--- src/hdl/ssm_pkg.sv ---
`timescale 1ns / 1ps
// ssm_pkg: shared types, constants and helpers for the signature superset match block.
// No dependencies.
package ssm_pkg;

    localparam int MAX_TARGETS = 64;
    localparam int SIG_BYTES   = 8;
    localparam int RESULT_CAP  = 64;

    localparam int SIG_W   = 64;
    localparam int QNUM_W  = 16;
    localparam int TIDX_W  = 6;
    localparam int IDX_W   = (MAX_TARGETS > 1) ? $clog2(MAX_TARGETS) : 1;
    localparam int CNT_W   = $clog2(MAX_TARGETS + 1);
    localparam int NM_W    = $clog2(RESULT_CAP + 1);
    localparam int FQ_DEPTH = 4;
    localparam int FQ_PW    = $clog2(FQ_DEPTH);

    localparam logic [SIG_W-1:0] SIG_MASK = {SIG_W{1'b1}} >> (SIG_W - 8 * SIG_BYTES);

    typedef enum logic [1:0] {
        FN_LOAD  = 2'd0,
        FN_QUERY = 2'd1,
        FN_CLEAR = 2'd2
    } t_func;

    typedef enum logic [2:0] {
        ST_MATCH   = 3'd0,
        ST_NOMATCH = 3'd1,
        ST_LOADED  = 3'd2,
        ST_FULL    = 3'd3,
        ST_CLEARED = 3'd4
    } t_status;

    typedef enum logic {
        BK_IDLE,
        BK_SCAN
    } t_bk_state;

    typedef struct packed {
        t_func            func;
        logic [SIG_W-1:0] sig;
    } t_cmd;

    typedef struct packed {
        t_status           status;
        logic [QNUM_W-1:0] qnum;
        logic [TIDX_W-1:0] tidx;
        logic              eq;
        logic              last;
    } t_result;

    function automatic logic [TIDX_W-1:0] to_tidx(input logic [CNT_W-1:0] v);
        logic [31:0] w;
        begin
            w = 32'(v);
            return w[TIDX_W-1:0];
        end
    endfunction

endpackage

--- src/hdl/signature_superset_match_top.sv ---
`timescale 1ns / 1ps
// signature_superset_match_top: top level; front queue, execution side and
// output packing. Depends on ssm_pkg, ssm_front, ssm_back.
//
// Input stream (s side): tuser = function (0 load, 1 query, 2 clear, 3 ignored),
// tdata = 64-bit signature. Output stream (m side): tuser = status, tdata =
// query number, target index, equal flag; tlast marks the final result of an item.
// Commands pass through a 4-entry queue, so input is taken while the
// execution side is busy or the output is stalled.
// Load and clear: one result each, written to the output register when the command leaves the queue.
// Query: the target memory has one read port and is scanned one entry per
// cycle unless a match is held up by a stalled output; a query emits one match
// result per matching target (in index order), or a single no-match result.
// Results are held in an output register; a stalled receiver freezes the scan
// and, once the queue fills, input tready drops. No result is lost.
// Reset clears the target count, the query number, the queue and the output
// register; the target memory is not cleared and needs no clearing pass.
module signature_superset_match_top
    import ssm_pkg::*;
(
    input  logic              i_clk,
    input  logic              i_rst_n,
    input  logic              i_s_tvalid,
    output logic              o_s_tready,
    input  logic [SIG_W-1:0]  i_s_tdata,   // signature[63:0]
    input  logic [1:0]        i_s_tuser,   // func[1:0]
    output logic              o_m_tvalid,
    input  logic              i_m_tready,
    output logic [23:0]       o_m_tdata,   // query_number[15:0], target_index[21:16],
                                           // is_equal[22], zero[23]
    output logic [2:0]        o_m_tuser,   // status[2:0]
    output logic              o_m_tlast    // last
);

    logic    cmd_vld;
    t_cmd    cmd;
    logic    cmd_pop;
    t_result res;

    ssm_front u_front (
        .i_clk      (i_clk),
        .i_rst_n    (i_rst_n),
        .i_s_tvalid (i_s_tvalid),
        .o_s_tready (o_s_tready),
        .i_s_tdata  (i_s_tdata),
        .i_s_tuser  (i_s_tuser),
        .o_cmd_vld  (cmd_vld),
        .o_cmd      (cmd),
        .i_cmd_pop  (cmd_pop)
    );

    ssm_back u_back (
        .i_clk     (i_clk),
        .i_rst_n   (i_rst_n),
        .i_cmd_vld (cmd_vld),
        .i_cmd     (cmd),
        .o_cmd_pop (cmd_pop),
        .o_res_vld (o_m_tvalid),
        .o_res     (res),
        .i_res_rdy (i_m_tready)
    );

    assign o_m_tdata = {1'b0, res.eq, res.tidx, res.qnum};
    assign o_m_tuser = res.status;
    assign o_m_tlast = res.last;

`ifndef SYNTH
    a_rst_idle: assert property (@(posedge i_clk) !i_rst_n |=> !o_m_tvalid)
        else $error("output valid after reset");

    a_single_last: assert property (@(posedge i_clk) disable iff (!i_rst_n)
        o_m_tvalid && (o_m_tuser != ST_MATCH) |-> o_m_tlast)
        else $error("non-match result without last");

    a_eq_match: assert property (@(posedge i_clk) disable iff (!i_rst_n)
        o_m_tvalid && o_m_tdata[22] |-> (o_m_tuser == ST_MATCH))
        else $error("equal flag on non-match result");

    a_clr_qnum: assert property (@(posedge i_clk) disable iff (!i_rst_n)
        o_m_tvalid && (o_m_tuser == ST_CLEARED) |-> (o_m_tdata[15:0] == '0))
        else $error("cleared result with nonzero query number");
`endif

endmodule

--- src/hdl/ssm_front.sv ---
`timescale 1ns / 1ps
// ssm_front: input side; accepts transfers, drops unused function codes and
// queues commands for the execution side. Depends on ssm_pkg.
module ssm_front
    import ssm_pkg::*;
(
    input  logic              i_clk,
    input  logic              i_rst_n,
    input  logic              i_s_tvalid,
    output logic              o_s_tready,
    input  logic [SIG_W-1:0]  i_s_tdata,
    input  logic [1:0]        i_s_tuser,
    output logic              o_cmd_vld,
    output t_cmd              o_cmd,
    input  logic              i_cmd_pop
);

    t_cmd              r_q [FQ_DEPTH];
    logic [FQ_PW-1:0]  r_wp, n_wp;
    logic [FQ_PW-1:0]  r_rp, n_rp;
    logic [FQ_PW:0]    r_cnt, n_cnt;
    logic              acc;
    logic              push;
    logic              pop;
    t_func             func;

    assign func       = t_func'(i_s_tuser);
    assign o_s_tready = (r_cnt != (FQ_PW+1)'(FQ_DEPTH));
    assign acc        = i_s_tvalid && o_s_tready;
    assign push       = acc && (func inside {FN_LOAD, FN_QUERY, FN_CLEAR});
    assign o_cmd_vld  = (r_cnt != '0);
    assign pop        = i_cmd_pop && o_cmd_vld;
    assign o_cmd      = r_q[r_rp];

    always_comb begin
        n_wp  = push ? r_wp + 1'b1 : r_wp;
        n_rp  = pop  ? r_rp + 1'b1 : r_rp;
        n_cnt = r_cnt + (FQ_PW+1)'(push) - (FQ_PW+1)'(pop);
    end

    always_ff @(posedge i_clk) begin
        if (!i_rst_n) begin
            r_wp  <= '0;
            r_rp  <= '0;
            r_cnt <= '0;
        end else begin
            r_wp  <= n_wp;
            r_rp  <= n_rp;
            r_cnt <= n_cnt;
        end
    end

    always_ff @(posedge i_clk) begin
        if (push) begin
            r_q[r_wp] <= '{func: func, sig: i_s_tdata};
        end
    end

endmodule

--- src/hdl/ssm_back.sv ---
`timescale 1ns / 1ps
// ssm_back: execution side; target memory, load/clear handling, query scan
// and the output register. Depends on ssm_pkg.
module ssm_back
    import ssm_pkg::*;
(
    input  logic    i_clk,
    input  logic    i_rst_n,
    input  logic    i_cmd_vld,
    input  t_cmd    i_cmd,
    output logic    o_cmd_pop,
    output logic    o_res_vld,
    output t_result o_res,
    input  logic    i_res_rdy
);

    logic [SIG_W-1:0]  r_mem [MAX_TARGETS];
    logic [SIG_W-1:0]  r_rd_data;

    t_bk_state         r_state, n_state;
    logic [CNT_W-1:0]  r_count, n_count;
    logic [QNUM_W-1:0] r_qcnt, n_qcnt;
    logic              r_out_vld, n_out_vld;
    t_result           r_out, n_out;
    logic              r_rd_vld, n_rd_vld;
    logic              r_pend_vld, n_pend_vld;
    logic [CNT_W-1:0]  r_addr, n_addr;
    logic [CNT_W-1:0]  r_rd_idx, n_rd_idx;
    logic [CNT_W-1:0]  r_pend_idx, n_pend_idx;
    logic              r_pend_eq, n_pend_eq;
    logic [NM_W-1:0]   r_nmatch, n_nmatch;
    logic [SIG_W-1:0]  r_src, n_src;
    logic [QNUM_W-1:0] r_qnum, n_qnum;

    logic out_free;
    logic pop;
    logic cap_hit;
    logic scan_end;
    logic hit;
    logic hit_eq;
    logic stall;
    logic issue;
    logic finish;
    logic wr_en;

    assign out_free = !r_out_vld || i_res_rdy;
    assign pop      = (r_state == BK_IDLE) && i_cmd_vld && out_free;
    assign cap_hit  = (r_nmatch == NM_W'(RESULT_CAP));
    assign scan_end = (r_addr == r_count) || cap_hit;
    assign hit      = r_rd_vld && ((r_src & ~r_rd_data) == '0) && !cap_hit;
    assign hit_eq   = (r_src == (r_rd_data & SIG_MASK));
    assign stall    = hit && r_pend_vld && !out_free;
    assign issue    = (r_state == BK_SCAN) && !stall && !scan_end;
    assign finish   = (r_state == BK_SCAN) && scan_end && !r_rd_vld && out_free;
    assign wr_en    = pop && (i_cmd.func == FN_LOAD) && (r_count != CNT_W'(MAX_TARGETS));

    assign o_cmd_pop = pop;
    assign o_res_vld = r_out_vld;
    assign o_res     = r_out;

    always_comb begin
        n_state = r_state;
        case (r_state)
            BK_IDLE: begin
                if (pop && (i_cmd.func == FN_QUERY)) begin
                    n_state = BK_SCAN;
                end
            end
            BK_SCAN: begin
                if (finish) begin
                    n_state = BK_IDLE;
                end
            end
            default: n_state = BK_IDLE;
        endcase
    end

    always_comb begin
        n_count    = r_count;
        n_qcnt     = r_qcnt;
        n_out_vld  = r_out_vld && !i_res_rdy;
        n_out      = r_out;
        n_rd_vld   = r_rd_vld;
        n_pend_vld = r_pend_vld;
        n_addr     = r_addr;
        n_rd_idx   = r_rd_idx;
        n_pend_idx = r_pend_idx;
        n_pend_eq  = r_pend_eq;
        n_nmatch   = r_nmatch;
        n_src      = r_src;
        n_qnum     = r_qnum;
        case (r_state)
            BK_IDLE: begin
                if (pop) begin
                    case (i_cmd.func)
                        FN_LOAD: begin
                            n_out_vld = 1'b1;
                            if (wr_en) begin
                                n_count = r_count + 1'b1;
                                n_out   = '{status: ST_LOADED, qnum: r_qcnt,
                                            tidx: to_tidx(r_count), eq: 1'b0, last: 1'b1};
                            end else begin
                                n_out   = '{status: ST_FULL, qnum: r_qcnt,
                                            tidx: '0, eq: 1'b0, last: 1'b1};
                            end
                        end
                        FN_QUERY: begin
                            n_src      = i_cmd.sig & SIG_MASK;
                            n_qnum     = r_qcnt;
                            n_qcnt     = r_qcnt + 1'b1;
                            n_addr     = '0;
                            n_nmatch   = '0;
                            n_pend_vld = 1'b0;
                            n_rd_vld   = 1'b0;
                        end
                        FN_CLEAR: begin
                            n_count   = '0;
                            n_qcnt    = '0;
                            n_out_vld = 1'b1;
                            n_out     = '{status: ST_CLEARED, qnum: '0,
                                          tidx: '0, eq: 1'b0, last: 1'b1};
                        end
                        default: ;
                    endcase
                end
            end
            BK_SCAN: begin
                if (!stall) begin
                    n_rd_vld = issue;
                    if (issue) begin
                        n_rd_idx = r_addr;
                        n_addr   = r_addr + 1'b1;
                    end
                    if (hit) begin
                        if (r_pend_vld) begin
                            n_out_vld = 1'b1;
                            n_out     = '{status: ST_MATCH, qnum: r_qnum,
                                          tidx: to_tidx(r_pend_idx), eq: r_pend_eq,
                                          last: 1'b0};
                        end
                        n_pend_vld = 1'b1;
                        n_pend_idx = r_rd_idx;
                        n_pend_eq  = hit_eq;
                        n_nmatch   = r_nmatch + 1'b1;
                    end
                end
                if (finish) begin
                    n_out_vld  = 1'b1;
                    n_pend_vld = 1'b0;
                    if (r_pend_vld) begin
                        n_out = '{status: ST_MATCH, qnum: r_qnum,
                                  tidx: to_tidx(r_pend_idx), eq: r_pend_eq, last: 1'b1};
                    end else begin
                        n_out = '{status: ST_NOMATCH, qnum: r_qnum,
                                  tidx: '0, eq: 1'b0, last: 1'b1};
                    end
                end
            end
            default: ;
        endcase
    end

    always_ff @(posedge i_clk) begin
        if (!i_rst_n) begin
            r_state    <= BK_IDLE;
            r_count    <= '0;
            r_qcnt     <= '0;
            r_out_vld  <= 1'b0;
            r_rd_vld   <= 1'b0;
            r_pend_vld <= 1'b0;
        end else begin
            r_state    <= n_state;
            r_count    <= n_count;
            r_qcnt     <= n_qcnt;
            r_out_vld  <= n_out_vld;
            r_rd_vld   <= n_rd_vld;
            r_pend_vld <= n_pend_vld;
        end
    end

    always_ff @(posedge i_clk) begin
        r_out      <= n_out;
        r_addr     <= n_addr;
        r_rd_idx   <= n_rd_idx;
        r_pend_idx <= n_pend_idx;
        r_pend_eq  <= n_pend_eq;
        r_nmatch   <= n_nmatch;
        r_src      <= n_src;
        r_qnum     <= n_qnum;
    end

    always_ff @(posedge i_clk) begin
        if (wr_en) begin
            r_mem[r_count[IDX_W-1:0]] <= i_cmd.sig;
        end
        if (issue) begin
            r_rd_data <= r_mem[r_addr[IDX_W-1:0]];
        end
    end

endmodule

--- config.mk ---
export PLATFORM = sky130hd
export DESIGN_NAME = signature_superset_match_top
export DESIGN_NICKNAME = d
export VERILOG_FILES = /design/src/hdl/ssm_pkg.sv /design/src/hdl/signature_superset_match_top.sv /design/src/hdl/ssm_front.sv /design/src/hdl/ssm_back.sv
export SDC_FILE = /design/constraint.sdc
export NUM_CORES = 2
export LEC_CHECK = 0
export BUFFER_PORTS_ARGS = -buffer_cell sky130_fd_sc_hd__buf_2
export CORE_MARGIN = 5
export CORE_UTILIZATION = 23
export CTS_BUF_LIST = sky130_fd_sc_hd__clkbuf_4 sky130_fd_sc_hd__clkbuf_8
export DETAILED_ROUTE_END_ITERATION = 16
export PLACE_DENSITY = 0.39
export SYNTH_ARGS = -nofsm -noshare
export SYNTH_HDL_FRONTEND = slang
export SYNTH_HIERARCHICAL = 1
export SYNTH_MEMORY_MAX_BITS = 65536
export SYNTH_SLANG_ARGS = --single-unit
--- constraint.sdc ---
create_clock -name i_clk -period 7.2 [get_ports i_clk]
set_input_delay 0.36 -clock i_clk [delete_from_list [all_inputs] [get_ports i_clk]]
set_output_delay 0.36 -clock i_clk [all_outputs]
set_load 0.01 [all_outputs]
* Yosys cells after proc, flatten, opt, wreduce, memory -nomap -nowiden
Memory sizes are Yosys's and may differ from the RTL's. A register that Yosys moved wholly into a read port is not among the register bits.
Index checks and enable logic that the tools add are counted.
** Storage, ports and cells
- Flip-flop bits (word level) :: 168
- RAM bits :: 4360
- Bits of input ports :: 70
- Output and inout bits :: 30
- Logic and storage cells :: 143
- Memories :: 2
** Operators by class
- Add/subtract/negate cells :: 8
- Eq/ne operators :: 19
- Muxes and demuxes :: 44
- Bitwise logic cells :: 4
- Reduce and logical (&&, ||, !) cells :: 45
** Memories
- u_back.r_mem :: words 64, bits a word 64, read ports 1, clocked after Yosys merged registers in 1, write ports 1, line ssm_back.sv:17 : logic [SIG_W-1:0] r_mem [MAX_TARGETS];
- u_front.r_q :: words 4, bits a word 66, read ports 1, clocked after Yosys merged registers in 1, write ports 1, line ssm_front.sv:18 : t_cmd r_q [FQ_DEPTH];
** Operator list (count)
- $mux W27 :: 5
- $pmux W27 S2 :: 2
- $and A64 B64 Y64 :: 1
- $eq A64 B64 Y1 :: 1
- $logic_not A64 Y1 :: 1
- $not A64 Y64 :: 1
- $mux W25 :: 2
- $mux W7 :: 7
- $pmux W7 S2 :: 3
- $pmux W16 S2 :: 1
- $add A7 B1 Y7 const B :: 3
- $logic_and A1 B1 Y1 :: 18
- $mux W1 :: 18
- $add A16 B1 Y16 const B :: 1
- $reduce_and A4 Y1 :: 4
- $ne A3 B3 Y1 const B :: 5
- $reduce_and A3 Y1 :: 5
- $ne A2 B2 Y1 const B :: 4
- $pmux W1 S2 :: 4
- $eq A7 B7 Y1 :: 1
- $eq A7 B7 Y1 const B :: 1
- $logic_not A1 Y1 :: 7
- $ne A7 B7 Y1 const B :: 1
- $reduce_bool A3 Y1 :: 2
- 13 further kinds :: 22

* Logic depth before layout (Yosys ltp)
- Depth after elaboration :: 13
- Gate-level depth with buffers :: 12
- Mapped depth without buffers :: 11

* Cells and area by module
The synthesis kept the hierarchy.
** By module, submodules not included
- ssm_back :: instances 1, cells an instance 7705, area each 166407.1 um^2, seq. area each 129484.2 um^2
- ssm_front :: instances 1, cells an instance 393, area each 10009.6 um^2, seq. area each 8107.8 um^2
- signature_superset_match_top :: instances 1, cells an instance 2, area each 11.3 um^2, seq. area each 0.0 um^2

* Worst setup path after synthesis
No wires, ideal clock.
- Path type :: register to register
- Start point :: register with a tool-made name
- End point :: memory u_back.r_mem[63][0] (enable)
- Arrival :: 4.997 ns
- Required time :: 6.713 ns
- Slack :: 1.716 ns
- Stages on the path, launching flop included :: 10
- Buffers on the path :: 2
- Period minus slack after synthesis :: 5.484 ns
- Cell sequence :: dfxtp_1 > buf_6 > buf_6 > mux4_2 > inv_1 > ha_1 > nand4_1 > nor3_1 > nand3_1 > nor2_1
** RTL lines (line)
- end, declared :: ssm_back.sv:17

==> flow_summary_export.csv <==
group,metric,value,unit
route,wl_per_cell,29.4,um
status,outcome,"finished, final reports clean",
sta,final.min_clock_period,5.40,ns
finish,final_nets,9167,
route,vias_per_cell,4.46,
finish,drive_gt1_share,27.4,%
setup_path,r2r_slack,1.80,ns
synth,yosysMostFrequentCell,"edfxtp_1",
global_routing,globalRoute.totalOverflow,0,
clocking,cts_buffers,773,
setup_path,worstSetupEndpointType,"flop",
finish,postLayoutCoreUtil,27.2,%
sta,fmax,185,MHz
route,dr.first_iter.drc_count,8903,
route,dr.pass1.iters,5,
synth,synthTopCellsByCount,"edfxtp_1, mux4_2, mux2i_1, nor2_1, a22oi_1",
sta,hold_viol,0,
route,ant_nets,0,
place,pre_cts_slack,1.86,ns
finish,area_growth,17.6,%
finish,multiInputGateArea,36700,um^2
route,wl,583000,um
clocking,cts_root_buf,"clkbuf_8",
global_routing,grtUsageTotal,14.4,%
global_routing,grt_pass1_vias,91200,
die,io_pins,100,
place,hpwl,352000,um
pwr,power_leakage,0.0648,uW
synth,synthCells,8100,
sta,drv_slew,0,
clocking,cts_tree,"yes",
hold_path,whs_endpoint,"u_back/o_res_vld",
synth,seq_area_frac_synth,78.0,%
die,start_util,23.1,%
sta,max-slew-margin-rel,4.91,%
synth,async_flop_share,0,%
die,core-area,764000,um^2
synth,synth-seq-cells,4594,
pwr,ir_drop,0.294,mV
setup_path,rr_endpoint,"u_back/r_mem[25][56]",
hold_path,hp-class,"input port to flop",
sta,min_period_over_period,75.0,%
pwr,power.density,358,nW/um^2
setup_path,worst-setup-path-type,"flop to flop",
die,num_rows,321,
setup_path,worst_setup_path_start_kind,"flop",
clocking,clock_sinks,4594,
die,dieArea,785000,um^2
sta,rsz0062_at_grt,"no",
die,die_x,886,um
synth,netlist_area,176000,um^2
sta,finalSetupViolations,0,
synth,synth_nets,8250,
hold_path,min_from,"i_m_tready",
clocking,path_clk_slew,0.06,ns
global_routing,antenna_found_initial,89,
setup_path,required,8.06,ns
hold_path,holdPathStages,4,
place,gp_congestion,0.811,
synth,synth_top_area_share,77.6,%
clocking,clkLatencyLatePin,1.32,ns
sta,worst_slew_pin_slew,1.39,ns
clocking,cts_buffer_depth,4,
finish,fillers,75900,
setup_path,reg2reg_depth,9,
sta,worst_clock_skew,0.166,ns
synth,syn_avg_cell_area,21.8,um^2
synth,synth_cell_types,69,
synth,synth_top_flop_cell,"edfxtp_1",
setup_path,cp_max_fo,31,
global_routing,grt_max_degree,109,
synth,synth_area_leaders,"edfxtp_1, mux4_2, mux2i_1",
synth,synth_top_area_cell,"edfxtp_1",
global_routing,grt_pass1_wl,789000,um
synth,synth_edf_count,4558,
finish,seq_area,138000,um^2
route,vias,88500,
place,io_buffers,98,
synth,yosysWarnings,6,
setup_path,worstPathArrival,6.26,ns
sta,finalWorstSetupSlack,1.80,ns
flow_run,cap_violations,0,
clocking,postCtsSetupBuffers,0,
die,dieHeight,886,um
sta,setup-tns-final,0,ns
clocking,cts_max_level,6,
route,drc,0,
pwr,total_power,74400,uW
-- worst max-delay path by stage --
stage                     from                    to  slack [ns]  depth (start not counted)
after CTS                 flop  u_back/r_mem[25][44]        1.68                          9
after global placement    flop  u_back/r_mem[25][22]        1.76                          9
after global routing      flop   u_back/r_mem[0][33]        1.55                          8
final                     flop  u_back/r_mem[25][56]        1.80                          9
after floorplan           flop   u_back/r_mem[63][0]        1.72                          9
after detailed placement  flop  u_back/r_mem[25][56]        1.86                          9
-- where the power goes --
group | internal (uW) | total, uW | leakage [uW] | switching [uW]
registers | 32700 | 33100 | 0.0413 | 344
clock network | 11900 | 22900 | 0.00792 | 10900
logic | 5340 | 18400 | 0.0155 | 13100
-- worst max-delay path: stages, from the launching register on --
cell and delay [ns]:
dfxtp_4 0.77, mux4_2 0.75, inv_1 0.15, ha_1 0.35, nand4_1 0.26, nor3_1 0.58
nand2_1 0.56, buf_4 0.38, nor2_4 0.74, buf_12 0.32
-- registers in the layout, indices dropped and copies added, names as in the netlist, named ones only --
register / flops
u_front/r_wp: 2
u_front/r_q: 264
u_back/r_rd_data: 64
u_back/r_addr: 7
u_back/o_res: 27
u_back/r_src: 64
u_back/r_count: 7
u_back/o_res_vld: 1
u_back/r_qcnt: 16
u_back/r_pend_vld: 1
u_back/r_mem: 4096
u_front/r_rp: 2
u_back/r_qnum: 16
u_back/r_rd_idx: 6
u_front/r_cnt: 3
u_back/r_state: 1
u_back/r_rd_vld: 1
u_back/r_pend_eq: 1
u_back/r_nmatch: 7
u_back/r_pend_idx: 6
-- kinds of logic after synthesis --
group,share of synthesized area (%)
AOI/OAI and AO/OA,2.80
and+or+nand+nor,1.40
adders and majority gates,0.572
DFF,78.0
muxes,15.3
xor gates and xnor gates,0.184
other,0.00213
buffers and inverters,1.72
-- per-stage QoR --
step,std cells,area [um^2],hold WS [ns]
2_1_floorplan,8100,176000,0.400
3_3_place_gp,18300,191000,0.405
3_5_place_dp,18300,191000,0.408
4_1_cts,19800,207000,0.148
5_1_grt,19800,207000,0.253
6_report,19900,208000,0.296
-- area by class of cell --
| cell class | count | area share (%) |
|---|---|---|
| antenna | 39 | 0.0470 |
| clock inverter | 381 | 1.20 |
| clock buffer | 1018 | 6.03 |
| sequential | 4594 | 66.3 |
| inverter | 89 | 0.162 |
| multi-input combinational | 2989 | 17.7 |
| tap | 10200 | 6.13 |
| timing repair buffer | 570 | 2.44 |
-- cell usage in the layout, fill, tap and decap left out, drive strengths merged, types with 80 or more instances in the layout --
cell type	netlist	routed
a211oi	89	89
a22oi	134	134
buf	317	433
clkbuf	111	1018
clkinv	0	316
dlygate4sd3	0	137
edfxtp	4558	4558
inv	89	129
mux2	96	96
mux2i	731	731
mux4	824	824
nand2	98	98
nor2	227	227
o21ai	104	104
o221ai	80	80
o22ai	91	91
-- timing repair --
action	4_1_cts	5_1_grt
resized for setup	0	0
endpoints found under the hold margin	349	0
hold buffers	137	0
-- layer usage --
metal / vias up / share of wire, % / global-route usage, %
li1: 36100 / - / -
met3: 751 / 6.9 / 2.79
met2: 3097 / 46 / 22.8
met5: - / 0.029 / 0
met4: 26 / 2.2 / 3.15
met1: 48500 / 45 / 20.4
No activity file was read; power rests on OpenSTA's default activity.
